**config.mk**
```make
export PLATFORM = sky130hd
export DESIGN_NAME = sorted_id_set_membership
export DESIGN_NICKNAME = d
export VERILOG_FILES = /design/src/rtl/sidset_pkg.sv /design/src/rtl/sidset_ram.sv /design/src/rtl/sorted_id_set_membership.sv
export SDC_FILE = /design/constraint.sdc
export NUM_CORES = 2
export LEC_CHECK = 0
export BUFFER_PORTS_ARGS = -buffer_cell sky130_fd_sc_hd__buf_2
export CORE_MARGIN = 2
export CORE_UTILIZATION = 46
export CTS_CLUSTER_SIZE = 8
export DETAILED_ROUTE_END_ITERATION = 6
export PLACE_DENSITY = 0.71
export SYNTH_ARGS = -nofsm -noshare
export SYNTH_HDL_FRONTEND = slang
export SYNTH_SLANG_ARGS = --single-unit
```
**constraint.sdc**
```tcl
create_clock -name clk -period 8.4 [get_ports clk]
set_clock_uncertainty 0.1 [all_clocks]
set_input_delay 0.84 -clock clk [delete_from_list [all_inputs] [get_ports clk]]
set_output_delay 0.84 -clock clk [all_outputs]
set_load 0.005 [all_outputs]
```
**src/rtl/sidset_pkg.sv**
```systemverilog
// ----------------------------------------------------------------------------
// sidset_pkg: shared definitions for the sorted ID set
//
// Sizes, mode codes and the controller state type used by the sorted
// ID set and its table memory.
// ----------------------------------------------------------------------------
package sidset_pkg;

  // Number of IDs the table can hold.
  localparam int CAPACITY = 64;

  // Width of one stored ID.
  localparam int ID_W = 32;

  // Index into the table, and a count that can reach CAPACITY itself.
  localparam int IDX_W = (CAPACITY > 1) ? $clog2(CAPACITY) : 1;
  localparam int CNT_W = $clog2(CAPACITY + 1);

  // Item modes.
  localparam logic MODE_LOOKUP = 1'b0;
  localparam logic MODE_INSERT = 1'b1;

  // Controller states.
  typedef enum logic [2:0] {
    S_IDLE,
    S_SEARCH,
    S_CMP,
    S_SHIFT,
    S_INS,
    S_DONE
  } state_t;

endpackage

```
**src/rtl/sidset_ram.sv**
```systemverilog
// ----------------------------------------------------------------------------
// sidset_ram: generic simple dual-port RAM
//
// One write port and one read port, with the read data registered.
// No reset on the contents.
// ----------------------------------------------------------------------------
module sidset_ram #(
  parameter int WIDTH = 32,
  parameter int DEPTH = 64
) (
  input  logic                                     clk,
  input  logic                                     we,
  input  logic [((DEPTH > 1) ? $clog2(DEPTH) : 1)-1:0] waddr,
  input  logic [WIDTH-1:0]                         wdata,
  input  logic                                     re,
  input  logic [((DEPTH > 1) ? $clog2(DEPTH) : 1)-1:0] raddr,
  output logic [WIDTH-1:0]                         rdata
);

  logic [WIDTH-1:0] mem [DEPTH];

  // Write port.
  always_ff @(posedge clk) begin
    if (we) begin
      mem[waddr] <= wdata;
    end
  end

  // Registered read port.
  always_ff @(posedge clk) begin
    if (re) begin
      rdata <= mem[raddr];
    end
  end

endmodule

```
**src/rtl/sorted_id_set_membership.sv**
```systemverilog
// ----------------------------------------------------------------------------
// sorted_id_set_membership: bounded sorted set of signed 32-bit IDs
//
// Each input word is a lookup or an insert of one ID; each gives one result
// word with present, stored and table_full.
// ----------------------------------------------------------------------------
// The block takes one word at a time. IDs live in ascending order in a single
// table RAM with one read and one write port and a registered read. A word
// first runs a binary search over the filled entries, each probe a read in
// S_SEARCH and then a compare in S_CMP. An insert of a new ID into a table
// that is not full then moves the entries above its slot up by one, one
// entry per cycle through the RAM's read and write ports, and writes the ID
// into the slot. S_DONE then loads the result register once that register is
// free or its result is being taken. The next word is taken as soon as the
// result is in the output register, even while that result still waits to be
// taken.
// The table needs no clearing after reset: entries above the fill count are
// never read.
module sorted_id_set_membership (
  input  logic                         clk,
  input  logic                         rst,
  input  logic                         in_valid,
  output logic                         in_stall,
  input  logic                         mode,
  input  logic signed [sidset_pkg::ID_W-1:0] id,
  output logic                         out_valid,
  input  logic                         out_stall,
  output logic                         present,
  output logic                         stored,
  output logic                         table_full
);

  import sidset_pkg::*;

  state_t state, state_next;

  logic             in_accept;
  logic             out_accept;
  logic [ID_W-1:0]  key;
  logic             mode_r;
  logic [CNT_W-1:0] count;
  logic [CNT_W-1:0] lo;
  logic [CNT_W-1:0] hi;
  logic [CNT_W-1:0] mid;
  logic [CNT_W-1:0] mid_calc;
  logic [CNT_W-1:0] k;
  logic             hit;
  logic             stored_r;
  logic             pend;
  logic [IDX_W-1:0] pend_addr;
  logic             search_go;
  logic             shift_go;
  logic             ins_needed;

  logic             ram_we;
  logic [IDX_W-1:0] ram_waddr;
  logic [ID_W-1:0]  ram_wdata;
  logic             ram_re;
  logic [IDX_W-1:0] ram_raddr;
  logic [ID_W-1:0]  ram_rdata;

  // Handshakes.
  assign in_stall   = (state != S_IDLE);
  assign in_accept  = in_valid && !in_stall;
  assign out_accept = out_valid && !out_stall;

  // Search and shift conditions.
  assign mid_calc   = lo + ((hi - lo) >> 1);
  assign search_go  = (lo < hi);
  assign shift_go   = (k > lo);
  assign ins_needed = (mode_r == MODE_INSERT) && !hit && (count < CNT_W'(CAPACITY));

  // Next state.
  always_comb begin
    state_next = state;
    case (state)
      S_IDLE: begin
        if (in_accept) begin
          state_next = S_SEARCH;
        end
      end
      S_SEARCH: begin
        if (search_go) begin
          state_next = S_CMP;
        end else if (ins_needed) begin
          state_next = S_SHIFT;
        end else begin
          state_next = S_DONE;
        end
      end
      S_CMP: state_next = S_SEARCH;
      S_SHIFT: begin
        if (!shift_go) begin
          state_next = S_INS;
        end
      end
      S_INS: state_next = S_DONE;
      S_DONE: begin
        if (!out_valid || !out_stall) begin
          state_next = S_IDLE;
        end
      end
      default: state_next = S_IDLE;
    endcase
  end

  // Table RAM controls.
  always_comb begin
    ram_re    = 1'b0;
    ram_raddr = '0;
    ram_we    = 1'b0;
    ram_waddr = pend_addr;
    ram_wdata = ram_rdata;
    case (state)
      S_SEARCH: begin
        if (search_go) begin
          ram_re    = 1'b1;
          ram_raddr = mid_calc[IDX_W-1:0];
        end
      end
      S_SHIFT: begin
        if (shift_go) begin
          ram_re    = 1'b1;
          ram_raddr = IDX_W'(k - CNT_W'(1));
        end
        // Write back the entry read in the previous cycle, one slot higher.
        ram_we = pend;
      end
      S_INS: begin
        ram_we    = 1'b1;
        ram_waddr = lo[IDX_W-1:0];
        ram_wdata = key;
      end
      default: begin
        ram_re = 1'b0;
      end
    endcase
  end

  sidset_ram #(
    .WIDTH (ID_W),
    .DEPTH (CAPACITY)
  ) u_table (
    .clk   (clk),
    .we    (ram_we),
    .waddr (ram_waddr),
    .wdata (ram_wdata),
    .re    (ram_re),
    .raddr (ram_raddr),
    .rdata (ram_rdata)
  );

  // Control state.
  always_ff @(posedge clk) begin
    if (rst) begin
      state <= S_IDLE;
      count <= '0;
      pend  <= 1'b0;
    end else begin
      state <= state_next;
      pend  <= (state == S_SHIFT) && shift_go;
      if (state == S_INS) begin
        count <= count + CNT_W'(1);
      end
    end
  end

  // Search bounds, key and shift pointer.
  always_ff @(posedge clk) begin
    if (in_accept) begin
      // Flipping the sign bit makes unsigned order match signed order.
      key      <= {~id[ID_W-1], id[ID_W-2:0]};
      mode_r   <= mode;
      lo       <= '0;
      hi       <= count;
      k        <= count;
      hit      <= 1'b0;
      stored_r <= 1'b0;
    end else begin
      case (state)
        S_SEARCH: mid <= mid_calc;
        S_CMP: begin
          if (ram_rdata < key) begin
            lo <= mid + CNT_W'(1);
          end else begin
            hi <= mid;
          end
          if (ram_rdata == key) begin
            hit <= 1'b1;
          end
        end
        S_SHIFT: begin
          if (shift_go) begin
            pend_addr <= k[IDX_W-1:0];
            k         <= k - CNT_W'(1);
          end
        end
        S_INS: stored_r <= 1'b1;
        default: begin
          k <= k;
        end
      endcase
    end
  end

  // Output register.
  always_ff @(posedge clk) begin
    if (rst) begin
      out_valid <= 1'b0;
    end else if (state == S_DONE && (!out_valid || !out_stall)) begin
      out_valid <= 1'b1;
    end else if (out_accept) begin
      out_valid <= 1'b0;
    end
  end

  always_ff @(posedge clk) begin
    if (state == S_DONE && (!out_valid || !out_stall)) begin
      present    <= hit;
      stored     <= stored_r;
      table_full <= (mode_r == MODE_INSERT) && !hit && !stored_r;
    end
  end

  // The fill count never passes the capacity.
  assert property (@(posedge clk) disable iff (rst) count <= CNT_W'(CAPACITY))
    else $error("entry count above capacity");

  // The search window never inverts.
  assert property (@(posedge clk) disable iff (rst) (state == S_SEARCH) |-> (lo <= hi))
    else $error("search bounds crossed");

  // An insert into the table bumps the count by exactly one.
  assert property (@(posedge clk) disable iff (rst)
    (state == S_INS) |=> (count == $past(count) + CNT_W'(1)))
    else $error("count not advanced by insert");

  // A result never claims both a store and a refusal, nor a store of a present ID.
  assert property (@(posedge clk) disable iff (rst)
    out_valid |-> !(stored && table_full) && !(stored && present))
    else $error("inconsistent result flags");

  // No pending shift write is left over when the new ID is written.
  assert property (@(posedge clk) disable iff (rst) (state == S_INS) |-> !pend)
    else $error("shift write pending at insert");

endmodule

```
==> flow_summary.yaml <==
run_status:
  status: "finished, violations left"
  violations: "DRC"
worst_setup_path:
  critPathMaxFanout: 20
  r2r_cells: 18
  crit_start: "lo[0]"
  crit_type: "reg -> reg"
  rr_endpoint: "u_table.rdata[29]"
  rrSetupSlack_ps: 1970
  cp.arrival_ps: 6990
  cp-end-kind: "flop"
  crit_required_ps: 8960
  rr_startpoint: "lo[0]"
  startpoint_type: "flop"
clocking:
  cts_hold_buf: 17
  path_clk_slew_ps: 60
  cts_buffers: 321
  cts-root-buf: "clkbuf_16"
  cts_resized: 0
  cts_sinks: 2164
  cts_tree: "built"
  htreeDepth: 5
  max-clock-path-buffers: 4
  insertion_delay_ps: 930
  postCtsSetupRepairBufs: 0
sta:
  hold_viol: 0
  setup_tns_ps: 0
  whs_ps: 43.7
  post-route-period-util_pct: 76.6
  worstMarginPinSlew_ps: 1440
  setup_violations: 0
  fmax_mhz: 155
  rsz0062_at_grt: "false"
  slew_headroom_pct: 3.24
  slew_violations: 0
  post-route-min-period_ps: 6430
drt:
  wl_per_cell_um: 31.8
  drc: 1
  wl_um: 274000
  dr.first_iter.drc_count: 9801
  vias: 56662
  first_pass_iters: 7
  vias_per_cell: 6.57
  postRouteAntennaNets: 0
synth:
  ys_ff_latch: 2164
  synth_top_area_share_pct: 74.4
  synth_edf_count: 2143
  synthesis.area_sq_um: 86500
  yosysTopAreaCell: "edfxtp_1"
  synthTopCellsByCount: "2143 x edfxtp_1, 1011 x nand2_1, 253 x mux2i_1"
  synth_nets: 6013
  synth_most_common_cell: "edfxtp_1"
  syn_inst: 5919
  synth_area_leaders: "edfxtp_1 74%, nand2_1 4.4%, mux2i_1 2.9%"
  synth_area_per_cell_sq_um: 14.6
  synth_cell_type_count: 86
  synth_async_sr_flop_share_pct: 0
  yosysWarningCount: 0
  synth_seq_area_share_pct: 74.8
  ys.flop_type: "edfxtp_1"
placement:
  dp_hpwl_um: 153000
  numPortBuffers: 41
  gp_congestion: 0.967
  dp_cells: 8247
die:
  core_sq_um: 187000
  start_util_pct: 46.2
  die_y_um: 438
  die-area_sq_um: 192000
  die_x_um: 438
  rows: 159
  ios: 42
power:
  irDropWorstVdd_mv: 0.337
  p_leak_nw: 32.9
  powerDensity_nw_per_um2: 345
global_routing:
  track_usage_pct: 27.9
  grtUsageMet3_pct: 9.44
  met2_usage_pct: 41.5
  grt_pass1_vias: 53556
  use_met1_pct: 36.7
  busiest_layer: "met2"
  antenna_found_initial: 18
  overflow: 0
  grt_max_degree: 136
  grt_pass1_wl_um: 387000
finish:
  multi_input_area_sq_um: 20800
  final_cells: 8622
  drive_above_1_share_pct: 12.0
  regArea_sq_um: 64800
  fin_nets: 6186
  num-fill-cells: 14710
  syn2layout_area_growth_pct: 14.7
hold_path:
  worstHoldEndpoint: "key[26]"
  hold_start: "id[26]"
  hold_class: "in -> reg"
  hold_depth: 1
flow_run:
  cap_violations: 0
==> cell type report <==
cell class | instances | share of cell area, %
antenna | 10 | 0.0252
inverter | 66 | 0.249
tap | 2495 | 3.14
sequential | 2164 | 65.2
timing repair buffer | 241 | 1.99
clock buffer | 343 | 8.42
clock inverter | 5 | 0.0542
multi-input combinational | 3298 | 20.9
==> metrics by stage <==
stage               area, sq um  total power, W  util (%)  setup WS, ps
global placement          90700          0.0227      48.4          1750
floorplan                 86500          0.0191         -          3460
finish                    99300          0.0342      53.0          1970
global route              99300          0.0350      53.0          1870
CTS                       99300          0.0339      53.0          2100
detailed placement        90700          0.0228      48.4          2120
==> power breakdown <==
part           internal [W]  switching [W]
clock network       0.00689        0.00426
logic               0.00223        0.00699
registers            0.0136       0.000224
total                0.0228         0.0115
==> worst max path at each step <==
stage / to / cells past startpoint / slack [ps]
global placement: u_table.rdata[29] / 18 / 1750
floorplan: u_table.mem[0][31] / 6 / 3460
CTS: u_table.rdata[29] / 18 / 2100
detailed placement: u_table.rdata[29] / 18 / 2120
global route: u_table.rdata[29] / 18 / 1870
finish: u_table.rdata[29] / 18 / 1970
==> state kept, by name, indices dropped and copies added, names as in the netlist, 3 cells and up <==
register	flops
state	3
mid	7
u_table.mem	2048
hi	7
k	7
key	32
u_table.rdata	32
pend_addr	6
count	7
lo	7
==> metal layers <==
metal  vias up  share of wire, %
met5         -             0.046
met4        10               5.7
met3       809                15
met2      4524                44
met1     28162                35
li1      23157                 -
==> cells by family after synthesis <==
group	after synthesis	synth area share, %
compound gates	1176	9.40
fa+ha+maj	57	0.841
xor+xnor	23	0.233
mux	273	3.23
flops	2164	74.8
buf+inv	457	2.33
simple gates	1769	9.13
==> worst max-delay path: stages, from the launching register on <==
cell and delay, ps:
dfxtp_1 440, ha_1 210, inv_1 60, fa_1 400
a21o_1 190, a21oi_1 220, o21bai_1 90, a21oi_1 170
xnor2_1 150, ha_1 300, or4b_2 680, o2111ai_1 260
o2bb2ai_2 390, o211ai_2 500, or2_2 690, o22ai_1 730
nor4_1 180, buf_2 260, and3_1 180
==> layout by cell type (no fill, tap or decap), drive strengths merged, types with 63 or more instances in the layout <==
master,instances
edfxtp,2143
nand2,1014
clkbuf,343
mux2i,253
nand3,246
a211oi,231
buf,224
a31oi,209
and3,193
a21oi,159
nor2,156
o21ai,154
a32oi,87
inv,67
o22ai,63
No activity file was read; power rests on OpenSTA's default activity.
